$ cat src/sv/cfb_pkg.sv
// ---------------------------------------------------------------------------
// cfb_pkg
// Shared types, codes and constants of the chained free block list allocator.
// ---------------------------------------------------------------------------
package cfb_pkg;

    // divider operand width: covers head positions up to 65536 and NUM_BLOCKS
    localparam int DIV_W   = 17;
    localparam int CFG_IW  = 2;
    localparam int CFG_DW  = 16;

    // configuration register indexes
    localparam logic [CFG_IW-1:0] CFG_BYTES_PER_BLOCK    = 2'd0;
    localparam logic [CFG_IW-1:0] CFG_INODE_COUNT        = 2'd1;
    localparam logic [CFG_IW-1:0] CFG_BYTES_PER_INODE    = 2'd2;
    localparam logic [CFG_IW-1:0] CFG_INITIAL_FREE_COUNT = 2'd3;

    // register reset values
    localparam logic [12:0] BPB_RST  = 13'd512;
    localparam logic [15:0] IC_RST   = 16'd64;
    localparam logic [10:0] BPI_RST  = 11'd128;
    localparam logic [15:0] FREE_RST = 16'd0;

    // operation and status codes
    localparam logic KIND_ALLOC   = 1'b0;
    localparam logic KIND_FREE    = 1'b1;
    localparam logic STATUS_OK    = 1'b0;
    localparam logic STATUS_EMPTY = 1'b1;

    typedef struct packed {
        logic       kind;
        logic [7:0] freed_block;
    } cfb_in_t;

    typedef struct packed {
        logic [7:0]  granted_block;
        logic        status;
        logic [15:0] free_count;
    } cfb_out_t;

    typedef enum logic [4:0] {
        ST_CLEAR, ST_IDLE,
        ST_PER_GO, ST_PER_WAIT, ST_HEAD_GO, ST_HEAD_WAIT,
        ST_HMOD_GO, ST_HMOD_WAIT, ST_NMOD_GO, ST_NMOD_WAIT,
        ST_A_RD1, ST_A_RD0, ST_A_CHK,
        ST_A_SH_RD, ST_A_SH_WR, ST_A_SH_LAST,
        ST_A_CP_RD, ST_A_CP_WR, ST_ZERO_OTH,
        ST_F_RDL, ST_F_CHKL, ST_F_SP_RD, ST_F_SP_WR, ST_F_HZ, ST_F_HL,
        ST_F_SC_RD, ST_F_SC_CHK, ST_F_INS, ST_DONE
    } cfb_state_t;

    typedef enum logic {BLK_HEAD, BLK_OTHER} blk_sel_t;

    typedef enum logic [2:0] {
        WORD_IDX, WORD_IDX1, WORD_KIDX, WORD_ONE, WORD_ZERO, WORD_LAST
    } word_sel_t;

    typedef enum logic [1:0] {DATA_ZERO, DATA_RD, DATA_NUM} data_sel_t;

    typedef enum logic [1:0] {IDX_HOLD, IDX_ZERO, IDX_ONE, IDX_INC} idx_op_t;

    typedef enum logic [1:0] {DIV_PER, DIV_HEAD, DIV_HMOD, DIV_NMOD} div_sel_t;

    typedef struct packed {
        logic      in_ready;
        logic      clr_en;
        logic      div_start;
        div_sel_t  div_sel;
        logic      rd_en;
        blk_sel_t  rd_blk;
        word_sel_t rd_word;
        logic      wr_en;
        blk_sel_t  wr_blk;
        word_sel_t wr_word;
        data_sel_t wr_data;
        idx_op_t   idx_op;
        logic      cap_w1;
        logic      num_from_list;
        logic      set_empty;
        logic      cap_kidx;
        logic      out_load;
    } cfb_cmd_t;

    typedef struct packed {
        logic in_valid;
        logic kind;
        logic clr_last;
        logic div_done;
        logic idx_last;
        logic idx_shl;
        logic w1_zero;
        logic rd_zero;
        logic alias_head;
        logic out_free;
    } cfb_sts_t;

endpackage

$ cat src/sv/cfb_ctrl.sv
// ---------------------------------------------------------------------------
// cfb_ctrl
// Sequencer: clearing pass, head position, then the word passes of one op.
// ---------------------------------------------------------------------------
module cfb_ctrl (
    input  logic              aclk,
    input  logic              aresetn,
    input  cfb_pkg::cfb_sts_t sts,
    output cfb_pkg::cfb_cmd_t cmd
);
    import cfb_pkg::*;

    cfb_state_t state_reg, state_next;

    always_ff @(posedge aclk) begin
        if (!aresetn) begin
            state_reg <= ST_CLEAR;
        end else begin
            state_reg <= state_next;
        end
    end

    // next state
    always_comb begin
        state_next = state_reg;
        unique case (state_reg)
            ST_CLEAR:     if (sts.clr_last) state_next = ST_IDLE;
            ST_IDLE:      if (sts.in_valid) state_next = ST_PER_GO;
            ST_PER_GO:    state_next = ST_PER_WAIT;
            ST_PER_WAIT:  if (sts.div_done) state_next = ST_HEAD_GO;
            ST_HEAD_GO:   state_next = ST_HEAD_WAIT;
            ST_HEAD_WAIT: if (sts.div_done) state_next = ST_HMOD_GO;
            ST_HMOD_GO:   state_next = ST_HMOD_WAIT;
            ST_HMOD_WAIT: begin
                if (sts.div_done) begin
                    state_next = (sts.kind == KIND_FREE) ? ST_NMOD_GO : ST_A_RD1;
                end
            end
            ST_NMOD_GO:   state_next = ST_NMOD_WAIT;
            ST_NMOD_WAIT: begin
                if (sts.div_done) begin
                    priority if (sts.kind == KIND_FREE) state_next = ST_F_RDL;
                    else if (sts.w1_zero)               state_next = ST_A_CP_RD;
                    else                                state_next = ST_A_SH_RD;
                end
            end
            ST_A_RD1:     state_next = ST_A_RD0;
            ST_A_RD0:     state_next = ST_A_CHK;
            ST_A_CHK:     state_next = (sts.w1_zero && sts.rd_zero) ? ST_DONE : ST_NMOD_GO;
            ST_A_SH_RD:   state_next = ST_A_SH_WR;
            ST_A_SH_WR:   state_next = sts.idx_shl ? ST_A_SH_LAST : ST_A_SH_RD;
            ST_A_SH_LAST: state_next = ST_ZERO_OTH;
            ST_A_CP_RD:   state_next = ST_A_CP_WR;
            ST_A_CP_WR:   state_next = sts.idx_last ? ST_ZERO_OTH : ST_A_CP_RD;
            ST_ZERO_OTH: begin
                if (sts.idx_last) begin
                    state_next = (sts.kind == KIND_FREE) ? ST_F_INS : ST_DONE;
                end
            end
            ST_F_RDL:     state_next = ST_F_CHKL;
            ST_F_CHKL:    state_next = sts.rd_zero ? ST_F_SC_RD : ST_F_SP_RD;
            ST_F_SP_RD:   state_next = ST_F_SP_WR;
            ST_F_SP_WR:   state_next = sts.idx_last ? ST_F_HZ : ST_F_SP_RD;
            ST_F_HZ:      if (sts.idx_last) state_next = ST_F_HL;
            ST_F_HL:      state_next = ST_DONE;
            ST_F_SC_RD:   state_next = ST_F_SC_CHK;
            ST_F_SC_CHK: begin
                priority if (!sts.rd_zero) state_next = ST_F_SC_RD;
                else if (sts.alias_head)   state_next = ST_F_INS;
                else                       state_next = ST_ZERO_OTH;
            end
            ST_F_INS:     state_next = ST_DONE;
            ST_DONE:      if (sts.out_free) state_next = ST_IDLE;
            default:      state_next = ST_CLEAR;
        endcase
    end

    // command outputs
    always_comb begin
        cmd = '0;
        cmd.div_sel = DIV_PER;
        cmd.rd_blk  = BLK_HEAD;
        cmd.rd_word = WORD_IDX;
        cmd.wr_blk  = BLK_HEAD;
        cmd.wr_word = WORD_IDX;
        cmd.wr_data = DATA_ZERO;
        cmd.idx_op  = IDX_HOLD;
        unique case (state_reg)
            ST_CLEAR:     cmd.clr_en = 1'b1;
            ST_IDLE:      cmd.in_ready = 1'b1;
            ST_PER_GO:    cmd.div_start = 1'b1;
            ST_PER_WAIT:  cmd.div_sel = DIV_PER;
            ST_HEAD_GO: begin
                cmd.div_start = 1'b1;
                cmd.div_sel   = DIV_HEAD;
            end
            ST_HEAD_WAIT: cmd.div_sel = DIV_HEAD;
            ST_HMOD_GO: begin
                cmd.div_start = 1'b1;
                cmd.div_sel   = DIV_HMOD;
            end
            ST_HMOD_WAIT: cmd.div_sel = DIV_HMOD;
            ST_NMOD_GO: begin
                cmd.div_start = 1'b1;
                cmd.div_sel   = DIV_NMOD;
            end
            ST_NMOD_WAIT: begin
                cmd.div_sel = DIV_NMOD;
                cmd.idx_op  = (sts.kind == KIND_ALLOC && !sts.w1_zero) ? IDX_ONE : IDX_ZERO;
            end
            ST_A_RD1: begin
                cmd.rd_en   = 1'b1;
                cmd.rd_word = WORD_ONE;
            end
            ST_A_RD0: begin
                cmd.cap_w1  = 1'b1;
                cmd.rd_en   = 1'b1;
                cmd.rd_word = WORD_ZERO;
            end
            ST_A_CHK: begin
                if (sts.w1_zero && sts.rd_zero) begin
                    cmd.set_empty = 1'b1;
                end else begin
                    cmd.num_from_list = 1'b1;
                end
            end
            ST_A_SH_RD: begin
                cmd.rd_en   = 1'b1;
                cmd.rd_word = WORD_IDX1;
            end
            ST_A_SH_WR: begin
                cmd.wr_en   = 1'b1;
                cmd.wr_data = DATA_RD;
                cmd.idx_op  = IDX_INC;
            end
            ST_A_SH_LAST: begin
                cmd.wr_en   = 1'b1;
                cmd.wr_word = WORD_LAST;
                cmd.idx_op  = IDX_ZERO;
            end
            ST_A_CP_RD: begin
                cmd.rd_en  = 1'b1;
                cmd.rd_blk = BLK_OTHER;
            end
            ST_A_CP_WR: begin
                cmd.wr_en   = 1'b1;
                cmd.wr_data = DATA_RD;
                cmd.idx_op  = sts.idx_last ? IDX_ZERO : IDX_INC;
            end
            ST_ZERO_OTH: begin
                cmd.wr_en  = 1'b1;
                cmd.wr_blk = BLK_OTHER;
                cmd.idx_op = IDX_INC;
            end
            ST_F_RDL: begin
                cmd.rd_en   = 1'b1;
                cmd.rd_word = WORD_LAST;
            end
            ST_F_CHKL:    cmd.idx_op = IDX_ZERO;
            ST_F_SP_RD:   cmd.rd_en = 1'b1;
            ST_F_SP_WR: begin
                cmd.wr_en   = 1'b1;
                cmd.wr_blk  = BLK_OTHER;
                cmd.wr_data = DATA_RD;
                cmd.idx_op  = sts.idx_last ? IDX_ZERO : IDX_INC;
            end
            ST_F_HZ: begin
                cmd.wr_en  = 1'b1;
                cmd.idx_op = IDX_INC;
            end
            ST_F_HL: begin
                cmd.wr_en   = 1'b1;
                cmd.wr_word = WORD_ZERO;
                cmd.wr_data = DATA_NUM;
            end
            ST_F_SC_RD:   cmd.rd_en = 1'b1;
            ST_F_SC_CHK: begin
                if (sts.rd_zero) begin
                    cmd.cap_kidx = 1'b1;
                    cmd.idx_op   = IDX_ZERO;
                end else begin
                    cmd.idx_op = IDX_INC;
                end
            end
            ST_F_INS: begin
                cmd.wr_en   = 1'b1;
                cmd.wr_word = WORD_KIDX;
                cmd.wr_data = DATA_NUM;
            end
            ST_DONE:      cmd.out_load = sts.out_free;
            default:      cmd = '0;
        endcase
    end

endmodule

$ cat config.mk
export PLATFORM = sky130hd
export DESIGN_NAME = cfb_ctrl
export DESIGN_NICKNAME = d
export VERILOG_FILES = /design/src/sv/cfb_pkg.sv /design/src/sv/cfb_ctrl.sv
export SDC_FILE = /design/constraint.sdc
export NUM_CORES = 1
export LEC_CHECK = 0
export CORE_MARGIN = 2
export CORE_UTILIZATION = 50
export DETAILED_ROUTE_END_ITERATION = 10
export DONT_BUFFER_PORTS = 1
export PLACE_DENSITY = 0.68
export SLEW_MARGIN = 10
export SYNTH_ARGS = -nofsm -noshare
export SYNTH_HDL_FRONTEND = slang
export SYNTH_SLANG_ARGS = --single-unit
$ cat constraint.sdc
create_clock -name aclk -period 1.68 [get_ports aclk]
set_input_delay 0.336 -clock aclk [delete_from_list [all_inputs] [get_ports aclk]]
set_output_delay 0.336 -clock aclk [all_outputs]
set_load 0.1 [all_outputs]
==> results of run 1 <==
## stage by stage
stage	cell area [um2]	setup WS, ps	cells
floorplan	1408	-515.1	167
global placement	2217	-243.0	260
## logic make-up after synthesis
group | after synthesis | synth area share [%]
simple gates | 85 | 42.81
compound gates | 52 | 35.13
buf+inv | 22 | 10.98
flops | 5 | 8.782
xor+xnor | 3 | 2.306
==> impl_metrics.csv, run 1 <==
group,metric,value,unit
run_status,outcome,"did not finish",
run_status,haltStage,"detailed placement (3_5_place_dp)",
run_status,toolErrorMsg,"[ERROR DPL-0038] Utilization greater than 100%, impossible to legalize",
yosys,synthTopCellsByArea,"dfxtp_1 8.8%, nor2_1 6.9%, nand2_1 4.0%",
yosys,synth_edf_count,0,
floorplanning,start_util,52.03,%
floorplanning,fp-row-count,17,
yosys,yosys.area.top_type,"dfxtp_1",
yosys,synth_nets,179,
yosys,ys_warn_count,0,
placement,gp_congestion,0.9959,
yosys,synth_top_area_share,8.782,%
yosys,synth_common_cells,"21 x nor2_1, 12 x nand2_1, 8 x a21oi_1",
floorplanning,pin_count,36,
yosys,syn_avg_cell_area,6.825,um2
floorplanning,die_h,51.75,um
yosys,yosysSeqAreaShare,8.782,%
yosys,synth_area,1140,um2
floorplanning,fp.dieW,51.75,um
yosys,async_flop_share,0,%
yosys,synth_ff_type,"dfxtp_1",
placement,portBuffers,0,
yosys,ys_seq_elements,5,
yosys,syn_inst,167,
yosys,yosysUniqueCellTypes,59,
yosys,post-synth-top-count-cell,"nor2_1",
==> run 2: changes to the inputs <==
--- a/config.mk
+++ b/config.mk
@@ -5,11 +5,11 @@
 export SDC_FILE = /design/constraint.sdc
 export NUM_CORES = 1
 export LEC_CHECK = 0
-export CORE_MARGIN = 2
-export CORE_UTILIZATION = 50
+export CORE_AREA = 2 2 63 65
 export DETAILED_ROUTE_END_ITERATION = 10
+export DIE_AREA = 0 0 65 67
 export DONT_BUFFER_PORTS = 1
-export PLACE_DENSITY = 0.68
+export PLACE_DENSITY_LB_ADDON = 0.15
 export SLEW_MARGIN = 10
 export SYNTH_ARGS = -nofsm -noshare
 export SYNTH_HDL_FRONTEND = slang
==> constraint.sdc (replaced) <==
create_clock -name aclk -period 2.18 [get_ports aclk]
set_input_delay 0.436 -clock aclk [delete_from_list [all_inputs] [get_ports aclk]]
set_output_delay 0.436 -clock aclk [all_outputs]
set_load 0.1 [all_outputs]
==> run 2 against run 1 <==
- the run now ends clean
- synthesized area is the same
- synthesized cell count is the same
==> impl_metrics.csv, run 2 <==
group,metric,value,unit
yosys,synth_common_cells,"21 x nor2_1, 12 x nand2_1, 8 x a21oi_1",
pwr,p_per_area,1134,nW/um2
setup_path,worstPathArrival,1680,ps
cells_and_area,multiInputGateArea,1106,um2
cells_and_area,fin_nets,223,
clocking,cts_buffers,3,
yosys,yosysUniqueCellTypes,59,
global_route,grt-busiest-layer,"met2",
placement,portBuffers,0,
cells_and_area,area.sequential,111.4,um2
route,vias_per_cell,5.736,
hold_path,hold_path_class,"in -> reg",
clocking,cts_buffer_depth,2,
clocking,clock_sinks,5,
clocking,clockRootBuffer,"clkbuf_8",
placement,gp_congestion,0.9634,
route,drc,0,
route,dr.pass1.iters,4,
yosys,post-synth-top-count-cell,"nor2_1",
sta,slew-limit-headroom,76.86,%
setup_path,cp_max_fo,9,
cells_and_area,final_cell_mix,"28 x buf_4, 27 x buf_12, 12 x nand2_1",
global_route,grt-ovfl-total,0,
yosys,yosys.area.top_type,"dfxtp_1",
pwr,ir_worst_vdd,472.2,uV
clocking,cts_htree_levels,1,
yosys,synth_area,1140,um2
route,drtIter0Drc,72,
global_route,grt_pass1_vias,1457,
setup_path,required,1740,ps
cells_and_area,utilization,58.33,%
route,vias,1480,
yosys,yosysSeqAreaShare,8.782,%
yosys,ys_seq_elements,5,
cells_and_area,drive_above_1_share,50.48,%
clocking,cts_tree,"done",
yosys,async_flop_share,0,%
floorplanning,start_util,31.61,%
flow_run,cap_viol_max_count,0,
placement,hpwlAfterDp,3.479,mm
setup_path,setup.worst_path.end_class,"primary output",
cells_and_area,antenna_cells,0,
setup_path,critPathKind,"reg -> out",
cells_and_area,largest_reg_flops,5,
pwr,p_leak,0.7303,nW
placement,dpl_cell_area,2008,um2
yosys,ys_warn_count,0,
global_route,met1_usage,30.85,%
floorplanning,fp-row-count,22,
run_status,outcome,"finished, final reports clean",
global_route,gr-usage-met2,37.37,%
sta,fmax,471.8,MHz
floorplanning,die_area,4355,um2
global_route,met3_usage,2.872,%
route,ant_nets,0,
route,wl_per_cell,17.19,um
yosys,synth_edf_count,0,
cells_and_area,final_common_cell,"buf_4",
sta,tightest_slew,342.3,ps
cells_and_area,nFillCells,323,
yosys,syn_inst,167,
sta,setup_viol,0,
clocking,clk_latency,220,ps
sta,slew_viol_final,0,
yosys,synth_nets,179,
floorplanning,pin_count,36,
sta,fin_crit,2120,ps
route,wl,4.434,mm
yosys,synth_ff_type,"dfxtp_1",
sta,final_hold_viol_count,0,
global_route,track_usage,22.40,%
global_route,antenna_found_initial,0,
sta,min_period_over_period,97.23,%
global_route,grt_pass1_wl,7.541,mm
floorplanning,coreArea,3606,um2
cells_and_area,finalInstanceArea,2103,um2
cells_and_area,syn_to_final_growth,84.52,%
floorplanning,fp.dieW,65,um
clocking,clkTransAtPathRegs,40,ps
sta,skew,2.870,ps
yosys,syn_avg_cell_area,6.825,um2
sta,rsz0062_at_grt,"no",
yosys,synth_top_area_share,8.782,%
setup_path,cp-start-kind,"flop",
global_route,grt_max_degree,23,
floorplanning,die_h,67,um
yosys,synthTopCellsByArea,"dfxtp_1 8.8%, nor2_1 6.9%, nand2_1 4.0%",
==> run 2: power breakdown <==
part           switching (mW)  internal (mW)
clock                  0.0497          0.126
combinational            1.20          0.830
sequential             0.0560          0.121
==> run 2: final cells by class <==
type	count	share of cell area, %
clock buffers	4	2.142
repair buffers	56	36.23
inverters	5	0.8923
flip-flops and latches	5	5.294
multi-input cells	140	52.59
well taps	48	2.855
==> run 2: worst max-delay path, cell delays in order, from the launching register on <==
cell and delay [ps]:
dfxtp_2 330, buf_4 170, nand2b_2 220, or3_1 380
nand4_1 160, buf_12 190
==> run 2: routing by layer <==
metal	wire, um	vias to the layer above
met5	0	-
met4	55	0
met3	254	7
met2	2189	47
met1	1935	710
li1	-	716
==> run 2: kinds of logic (layout without fill, tap and decap cells) <==
group,Yosys count,after routing,synth area share (%)
xor+xnor,3,3,2.306
simple gates,85,85,42.81
compound gates,52,52,35.13
flops,5,5,8.782
buf+inv,22,65,10.98
==> run 2: worst paths after layout <==
| kind | cells past startpoint | endpoint | slack, ps | startpoint |
|---|---|---|---|---|
| worst max register to register | 6 | state_reg[0] | 240 | state_reg[4] |
| worst max-delay path | 5 | cmd[6] | 60 | state_reg[3] |
| worst min-delay path | 1 | state_reg[4] | 340 | aresetn |
| worst min register to register | 2 | state_reg[1] | 720 | state_reg[1] |
==> run 2: per-stage QoR <==
stage	hold WS, ps	setup slack [ps]	TNS (ps)	cells	power [mW]
4_1_cts	344.1	23.74	0	256	2.376
6_report	344.2	60.45	0	258	2.386
5_1_grt	337.4	2.669	0	258	2.518
2_1_floorplan	553.7	-439.5	-1768	167	1.571
3_3_place_gp	570.0	84.65	0	252	2.187
3_5_place_dp	579.4	123.3	0	252	2.185
==> run 2: repair_timing <==
item / 4_1_cts / 5_1_grt
pin swaps: 1 / 1
hold buffers: 0 / 0
gates resized for setup: 7 / 7
buffers inserted: 0 / 2
setup endpoints to repair: 5 / 6
No activity file was read; power rests on OpenSTA's default activity.
